===== config.mk =====
export PLATFORM = sky130hd
export DESIGN_NAME = rmq_sqrt
export DESIGN_NICKNAME = d
export VERILOG_FILES = /design/src/rtl/core/rmq_sqrt.sv
export SDC_FILE = /design/constraint.sdc
export NUM_CORES = 1
export LEC_CHECK = 0
export BUFFER_PORTS_ARGS = -buffer_cell sky130_fd_sc_hd__clkbuf_2
export CAP_MARGIN = 5
export CORE_ASPECT_RATIO = 2
export CORE_UTILIZATION = 24
export CTS_CLUSTER_DIAMETER = 200
export DETAILED_ROUTE_END_ITERATION = 8
export GPL_TIMING_DRIVEN = 0
export SLEW_MARGIN = 20
export SYNTH_ARGS = -nofsm -noshare
export SYNTH_HDL_FRONTEND = slang
export SYNTH_SLANG_ARGS = --single-unit

===== constraint.sdc =====
create_clock -name aclk -period 4.65 [get_ports aclk]
set_input_delay 0.465 -clock aclk [delete_from_list [all_inputs] [get_ports aclk]]
set_output_delay 0.465 -clock aclk [all_outputs]
set_load 0.02 [all_outputs]

===== src/rtl/core/rmq_sqrt.sv =====
// ----------------------------------------------------------------------------
// Pipelined integer square root
// One root bit per register stage, restoring method; a sideband word travels
// alongside each item. All stages advance together on en.
// ----------------------------------------------------------------------------
module rmq_sqrt #(
    parameter int ROOT_W = 17,
    parameter int SB_W   = 8
) (
    input  logic                  aclk,
    input  logic                  aresetn,
    input  logic                  en,
    input  logic                  in_valid,
    input  logic [2*ROOT_W-1:0]   in_rad,
    input  logic [SB_W-1:0]       in_sb,
    output logic                  out_valid,
    output logic [ROOT_W-1:0]     out_root,
    output logic [SB_W-1:0]       out_sb
);

    localparam int REM_W = ROOT_W + 2;

    logic                valid_reg [0:ROOT_W-1];
    logic [2*ROOT_W-1:0] rad_reg   [0:ROOT_W-1];
    logic [REM_W-1:0]    rem_reg   [0:ROOT_W-1];
    logic [ROOT_W-1:0]   root_reg  [0:ROOT_W-1];
    logic [SB_W-1:0]     sb_reg    [0:ROOT_W-1];

    for (genvar i = 0; i < ROOT_W; i++) begin : g_stage
        logic                v_in;
        logic [2*ROOT_W-1:0] rad_in;
        logic [REM_W-1:0]    rem_in;
        logic [ROOT_W-1:0]   root_in;
        logic [SB_W-1:0]     sb_in;
        logic [REM_W-1:0]    rem_sh;
        logic [REM_W-1:0]    trial;

        // Stage inputs come from the port or from the previous stage.
        if (i == 0) begin : g_first
            assign v_in    = in_valid;
            assign rad_in  = in_rad;
            assign rem_in  = '0;
            assign root_in = '0;
            assign sb_in   = in_sb;
        end else begin : g_next
            assign v_in    = valid_reg[i-1];
            assign rad_in  = rad_reg[i-1];
            assign rem_in  = rem_reg[i-1];
            assign root_in = root_reg[i-1];
            assign sb_in   = sb_reg[i-1];
        end

        // Bring down the next two radicand bits and try the next root bit.
        assign rem_sh = {rem_in[REM_W-3:0], rad_in[2*ROOT_W-1 -: 2]};
        assign trial  = {root_in, 2'b01};

        always_ff @(posedge aclk) begin
            if (!aresetn) begin
                valid_reg[i] <= 1'b0;
            end else if (en) begin
                valid_reg[i] <= v_in;
            end
            if (en) begin
                rad_reg[i] <= rad_in << 2;
                sb_reg[i]  <= sb_in;
                if (rem_sh >= trial) begin
                    rem_reg[i]  <= rem_sh - trial;
                    root_reg[i] <= {root_in[ROOT_W-2:0], 1'b1};
                end else begin
                    rem_reg[i]  <= rem_sh;
                    root_reg[i] <= {root_in[ROOT_W-2:0], 1'b0};
                end
            end
        end
    end

    assign out_valid = valid_reg[ROOT_W-1];
    assign out_root  = root_reg[ROOT_W-1];
    assign out_sb    = sb_reg[ROOT_W-1];

endmodule


### Word-level counts from Yosys, hierarchy flattened

Memory sizes are Yosys's and may differ from the RTL's.
Cells that the tools add are included.

* $add $sub $neg: 17
* $lt $le $gt $ge: 17
* mux-type cells: 158
* bitwise gates (word level): 51

Operators by type and width (number)
* $mux W19: 17
* $ge A19 B19 Y1: 16
* $sub A19 B19 Y19: 16
* $mux W17: 17
* $mux W1: 124
* $or A1 B1 Y1: 51
* $sub A2 B1 Y3 const B: 1
* $ge A2 B1 Y1 const B: 1

* bits in registers: 0
* RAM bits: 1309
* input bits: 46
* memories: 5

Memories
* rad_reg: words 17, bits a word 32, read ports 16, clocked after Yosys merged registers in 0, write ports 17, line 24 `logic [2*ROOT_W-1:0] rad_reg [0:ROOT_W-1];`
* rem_reg: words 17, bits a word 19, read ports 16, clocked after Yosys merged registers in 0, write ports 17, line 25 `logic [REM_W-1:0] rem_reg [0:ROOT_W-1];`
* root_reg: words 17, bits a word 17, read ports 17, clocked after Yosys merged registers in 0, write ports 17, line 26 `logic [ROOT_W-1:0] root_reg [0:ROOT_W-1];`
* sb_reg: words 17, bits a word 8, read ports 17, clocked after Yosys merged registers in 0, write ports 17, line 27 `logic [SB_W-1:0] sb_reg [0:ROOT_W-1];`
* valid_reg: words 17, bits a word 1, read ports 17, clocked after Yosys merged registers in 0, write ports 17, line 23 `logic valid_reg [0:ROOT_W-1];`

### Depth between registers and ports, before layout

Gate-level depths: netlist (run 1).
An unclocked memory read counts as a cell.

* word-level depth: 6
* mapped depth: 11

### Worst setup path after synthesis (run 1)

Ideal clock, no wire load.

* kind: reg-to-reg
* start point: memory rem_reg[12][6] (netlist bit)
* end point: memory rem_reg[13][7] (netlist bit), data pin
* setup time: 0.262 ns
* arrival: 2.370 ns
* path slack: 2.018 ns
* cell stages (with the launch flop): 10
* path buffers: 1
* period minus slack after synthesis: 2.632 ns
* cell sequence: edfxtp_1 ha_1 buf_2 nand2_1 or3_1 or4_1 nand3_1 a211oi_4 inv_2 mux2_1

RTL lines (line)
* start, declared: 25

==> run metrics, run 1 <==
Cells after Synth=2,594; hold wc startpoint=in_valid; WP data required=4890 ps; Hold Crit Class=in2reg; VDD IR max=between 0.0002 and 0.0003 V; htree depth=3; clk_lat worst skew=around 640 ps; CP max FO=60; Routed wire per std cell=14.0 µm; Initial Util=24.1%; Max Clock Freq=242 MHz; die area=around 150,000 µm²; final hold slack=190 ps; endpoint class of the critical path=flop; Starting DRT DRC Count=1,092; post-DR vias/cell=roughly 4.2; post-DP HPWL=49.1 mm; reg2reg end=rem_reg[15][1]$_DFFE_PP_; P&R area growth vs syn=17.0%; Setup Skew=35.7 ps; Yosys cell types=89; Pre-Repair DR Iteration Count=5; Final nets=~3,000; Core Util, Final=between 20 and 30%; synthesized area per cell=about 14 µm²; total number of vias=between 20,000 and 25,000; EDFF count, synth=830; worst-margin pin slew=1140 ps; most common cell in the synthesized netlist=edfxtp_1; Die H=551 µm; GRT Total Usage=8.73%; crit path kind=in2reg; Post-Syn Nets=2,811; FILL cells=roughly 15,000; Async SR Flop Fraction=0%; Buffers on Ports=71; Clk pin slew, worst setup/hold paths=around 60 ps; flops & latches, synth=832; Worst EP arrival=~4400 ps; setup violators final=0; WHS Path Cells=2; Ports=72; top cells by area, synth=edfxtp_1 69%, ha_1 5.9%, xnor2_1 2.3%; vias in the first global route=21,300; Synth area leader=edfxtp_1; DRC=0; worst reg2reg setup slack=890 ps; clk sinks=832; initial antenna violation count=1; core area=150,000 µm²; CTS tree=yes; pre-CTS setup slack=-667 ps; top_reg_cell synth=edfxtp_1; Longest Clk Path Bufs=3; Post-CTS Setup Inserts=0; Pwr Density=445 nW/µm²; ratio of cells with drive above 1 in the final layout=9.62%; Slew HR=22.8%; WHS Endpoint=valid_reg[0]$_DFFE_PP_; CTS root buf=clkbuf_16; Num CTS Buffers=87; gr ovfl total=0; area share of the largest cell type after synthesis=68.9%; worst r2r src=rad_reg[0][478]$_DFFE_PP_; max-cap check violation count=0; fin crit share=89.0%; routability cong.=0.926; antenna-violating nets left=0; Row Count=201; final wirelength=67.0 mm; status=completed; Die Wd=277 µm; first-pass GRT wire length=approximately 110 mm; Static Leakage=15.7 nW; pin count of the biggest net entering global routing=102; Reg2Reg Depth=7; Hold Fails Final Rpt=0; Commonest cells post-synth=830 x edfxtp_1, 205 x inv_1, 171 x ha_1; setup TNS=0 ps; RSZ-0062 raised after global routing=no; minimum clock period after layout=4140 ps; max FFs per register=272; Synth Cell Area=36,200 µm²; max-slew violations=0; slack of the critical path=512 ps; fin area=42,300 µm²; register area share after synthesis=69.0%; crit path launch type=input pin; synth warn=0; dpl cell area=roughly 39,000 µm²
## worst max-delay path by stage
stage	start	depth (start not counted)	slack [ps]	endpoint
after floorplan	rem_reg[12][6]$_DFFE_PP_	9	2020	rem_reg[13][7]$_DFFE_PP_
after global placement	en	6	-7410	valid_reg[0]$_DFFE_PP_
after detailed placement	en	7	-670	valid_reg[0]$_DFFE_PP_
after CTS	en	7	360	valid_reg[11]$_DFFE_PP_
after global routing	en	7	220	valid_reg[5]$_DFFE_PP_
final	en	7	510	valid_reg[5]$_DFFE_PP_
## cells in the final DEF (no fill, tap or decap), types with 11 or more instances in the layout
master and count:
o21ai_0 143, clkbuf_16 89, a211oi_1 14, nand3_1 40, dlygate4sd3_1 40, and3_1 27
o21a_1 32, or3_1 20, a21oi_1 149, nor2b_1 31, and2_1 24, a21o_1 19
nand4_1 22, xor2_1 82, clkinv_2 15, clkbuf_1 49, nand2b_1 28, clkinv_1 23
inv_1 205, nor2_1 163, xnor2_1 97, nor3_1 41, edfxtp_1 830, mux2_2 23
nor4_1 29, ha_1 171, o211ai_1 11, or4_1 12, clkbuf_2 84, nand2_1 169
o31ai_1 13
## through the flow
| stage | total power [mW] | cells |
|---|---|---|
| floorplan | 11.3 | 2594 |
| global placement | 12.1 | 4593 |
| detailed placement | 12.1 | 4598 |
| CTS | 19.1 | 4798 |
| global route | 19.7 | 4798 |
| finish | 18.8 | 4799 |
## where the power goes
group	switching (mW)	internal [mW]	leakage [nW]
logic	1.48	1.02	6.25
clock network	2.83	3.98	1.37
registers	0.344	9.17	8.03
## cell type report
type,count,area (µm²),share of cell area [%]
flip-flops and latches,832,25000,59.0
multi-input cells,1495,10200,24.1
well taps,1928,2410,5.70
clock buffers,107,2300,5.44
repair buffers,116,902,2.13
inverters,207,777,1.84
clock inverters,53,500,1.18
plain buffers,60,273,0.644
diodes,1,2.50,0.00591
## cells by family (layout without fill, tap and decap cells)
family | count (synthesis) | count (layout) | share of synthesized area (%)
buf+inv | 267 | 543 | 2.83
simple gates | 649 | 649 | 9.09
other cells | 0 | 1 | 0
compound gates | 467 | 467 | 7.98
flops | 832 | 832 | 69.0
xor+xnor | 179 | 179 | 4.33
fa+ha+maj | 171 | 171 | 5.91
mux | 29 | 29 | 0.885
## critical path, cell delays in order
cell and delay (ps):
clkbuf_8 370, buf_16 320, buf_4 300, clkbuf_1 720
clkdlybuf4s15_1 900, clkbuf_2 550, nand2b_1 630
## what timing repair did
| action | 4_1_cts | 5_1_grt |
|---|---|---|
| hold endpoints to repair | 40 | 0 |
| gates resized for setup | 2 | 0 |
| endpoints found under the setup margin | 11 | 0 |
| hold buffers | 40 | 0 |
## per-layer routing
metal | global-route usage [%] | routed length, µm | vias up
met3 | 1.46 | 2190 | 204
met4 | 5.28 | 3780 | 0
met1 | 6.98 | 21300 | 9462
li1 | - | - | 10000
met2 | 18.8 | 39700 | 395
met5 | 0 | 0 | -
Note: power is estimated with default switching activity, not from simulation.
==> run 2, diff against run 1 <==
- CORE_UTILIZATION: 24 -> 45
==> run metrics, run 2 (same netlist as run 1, synthesis figures left out) <==
status=completed (unchanged); Hold Crit Class=in2reg (unchanged); Setup Skew=50.2 ps (was 35.7 ps); max-slew violations=0 (unchanged); Max Clock Freq=244 MHz (was 242 MHz); M1 WL=19.8 mm (was 21.3 mm); RSZ-0062 raised after global routing=no (unchanged); top cell family by delay on the critical path=compound AO/OA/AOI/OAI gates (was buffers and inverters); vias in the first global route=22,500 (was 21,300); worst-margin pin slew=1250 ps (was 1140 ps); area of the multi-input gates=10,200 µm² (about the same); fin crit share=88.3% (was 89.0%); DR WL met3=2.00 mm (was 2.19 mm); Num CTS Buffers=76 (was 87); Clk pin slew, worst setup/hold paths=60 ps (about the same); clk_lat worst skew=670 ps (was 640 ps); Die H=403 µm (was 551 µm); WHS Endpoint=valid_reg[0]$_DFFE_PP_ (unchanged); Crit path largest cell delay=820 ps (was 900 ps); most frequent CP cell=o21ai_0; final wirelength=74.0 mm (was 67.0 mm); most common cell after layout, fill and taps aside=edfxtp_1 (unchanged); P&R area growth vs syn=13.0% (was 17.0%); worst path cell trace=ha_1 -> o21ai_0 -> a22oi_1 -> a41oi_1 -> o211ai_1 -> a31oi_1 -> clkbuf_1 -> nand2_1 -> o21ai_0 (was clkbuf_8 -> buf_16 -> buf_4 -> clkbuf_1 -> clkdlybuf4s15_1 -> clkbuf_2 -> nand2b_1); Hold Fails Final Rpt=0 (unchanged); hold wc startpoint=in_valid (unchanged); Starting DRT DRC Count=845 (was 1,092); Slowest cell on crit path=a31oi_1 (was clkdlybuf4s15_1); Layout Cells excl Fill=3,885 (was 4,799); cts hold-fix bufs=40 (unchanged); Pwr Density=445 nW/µm² (about the same); crit path launch type=flop (was input pin); Worst EP arrival=4530 ps (was 4380 ps); crit path kind=reg2reg (was in2reg); Pre-Repair DR Iteration Count=5 (unchanged); clk sinks=832 (unchanged); initial antenna violation count=1 (unchanged); minimum clock period after layout=4110 ps (was 4140 ps); Row Count=146 (was 201); combinational cell fraction of total power=14.4% (was 13.3%); Final nets=3,008 (was 3,016); WHS Path Cells=2 (unchanged); Static Leakage=15.5 nW (was 15.7 nW); ratio of cells with drive above 1 in the final layout=9.48% (was 9.62%); routability cong.=1.02 (was 0.926); CP bufs+invs=1 (was 6); final hold slack=162 ps (was 190 ps); dpl cells=3,709 (was 4,598); post-DP HPWL=55.2 mm (was 49.1 mm); worst r2r src=rem_reg[14][0]$_DFFE_PP_ (was rad_reg[0][478]$_DFFE_PP_); CTS root buf=clkbuf_16 (unchanged); max-cap check violation count=0 (unchanged); Post-CTS Setup Inserts=0 (unchanged); setup violators final=0 (unchanged); pin count of the biggest net entering global routing=92 (was 102); Routed wire per std cell=19.0 µm (was 14.0 µm); WP data required=5080 ps (was 4890 ps); VDD IR max=0.000340 V (was 0.000267 V); CTS tree=yes (unchanged); endpoint class of the critical path=flop (unchanged); Longest Clk Path Bufs=3 (unchanged); FILL cells=6,552 (was 15,100); dpl cell area=38,100 µm² (was 39,100 µm²); met2 wire length=46.7 mm (was 39.7 mm); net switching power figure=4.72 mW (was 4.66 mW); Die Wd=203 µm (was 277 µm); Initial Util=45.5% (was 24.1%); die area=81,600 µm² (was 152,000 µm²); Slew HR=15.9% (was 22.8%); worst reg2reg setup slack=540 ps (was 890 ps); most frequent cells in the layout=830 x edfxtp_1, 205 x inv_1, 171 x ha_1, 169 x nand2_1, 163 x nor2_1 (unchanged); switching share of total power=25.9% (was 24.8%); first-pass GRT wire length=113 mm (was 106 mm); GRT Total Usage=18.4% (was 8.73%); Sequential cell area=25,000 µm² (unchanged); Reg2Reg Depth=9 (was 7); Int Pwr=13.5 mW (was 14.2 mW); htree depth=3 (unchanged); Buffers on Ports=71 (unchanged); Inserted Diodes=0 (was 1); Post-CTS Resized=0 (was 2); reg2reg end=rem_reg[15][13]$_DFFE_PP_ (was rem_reg[15][1]$_DFFE_PP_); sequential share of power=52.3% (was 50.5%); Ports=72 (unchanged); total number of vias=20,900 (was 20,100); max FFs per register=272 (unchanged); fin area=40,900 µm² (was 42,300 µm²); core area=79,500 µm² (was 150,000 µm²); post-DR vias/cell=5.38 (was 4.18); WP depth=9 (was 7); Clk pwr share=33.3% (was 36.2%); DRC=0 (unchanged); CP max FO=10 (was 60); top sig layer=met4 (unchanged); antenna-violating nets left=0 (unchanged); gr ovfl total=0 (unchanged)
## run 2: cell types whose count changed in the layout (fill, tap and decap cells not counted), moves of 2 or more
cell / previous run / this run
bufinv_16: 8 / 3
clkbuf_16: 89 / 77
clkinv_16: 1 / 3
clkinvlp_4: 2 / 8
clkinv_2: 15 / 13
clkbuf_1: 49 / 47
clkinv_1: 23 / 11
clkinv_4: 0 / 3
buf_12: 0 / 4
## run 2: worst reg2reg max path, stage by stage, from the launching register on
cell	delay [ps]
edfxtp_1	400
ha_1	370
o21ai_0	170
a22oi_1	250
a41oi_1	660
o211ai_1	270
a31oi_1	820
clkbuf_1	650
nand2_1	120
o21ai_0	170
## run 2: layer usage
layer	vias to the layer above	track usage (%)
li1	9995	-
met1	10100	12.1
met2	541	40.7
met3	269	2.75
met4	0	14.3
met5	-	0
## run 2: how the worst max path moves through the flow
stage	to	startpoint
after global placement	valid_reg[4]$_DFFE_PP_	en
after detailed placement	valid_reg[4]$_DFFE_PP_	en
after CTS	rem_reg[15][11]$_DFFE_PP_	rem_reg[14][0]$_DFFE_PP_
after floorplan	rem_reg[13][7]$_DFFE_PP_	rem_reg[12][6]$_DFFE_PP_
final	rem_reg[15][13]$_DFFE_PP_	rem_reg[14][0]$_DFFE_PP_
after global routing	rem_reg[12][11]$_DFFE_PP_	rem_reg[11][6]$_DFFE_PP_
## run 2: area by class of cell
class                   count  share of cell area [%]
flip-flops and latches    832                    61.1
multi-input cells        1495                    25.0
clock buffers              92                    4.87
well taps                1036                    3.17
repair buffers            119                    2.33
inverters                 207                    1.90
clock inverters            44                    1.04
plain buffers              60                   0.649
## run 2: power groups by stage
stage          Sequential, mW  Clock, mW  Combinational (mW)
2_1_floorplan            9.57          0                1.77
4_1_cts                  9.51       6.23                2.61
3_5_place_dp             9.67          0                2.57
6_report                 9.51       6.07                2.62
3_3_place_gp             9.69          0                2.46
5_1_grt                  9.58       6.50                2.88
## run 2: stage by stage
| stage | setup slack (ps) | util, % | power, mW | TNS (ps) |
|---|---|---|---|---|
| after floorplan | 2020 | - | 11.3 | 0 |
| after global placement | -6260 | 47.6 | 12.2 | -5319330 |
| after detailed placement | 210 | 47.9 | 12.2 | 0 |
| after CTS | 602 | 51.5 | 18.3 | 0 |
| after global routing | 410 | 51.5 | 19.0 | 0 |
| final | 544 | 51.5 | 18.2 | 0 |
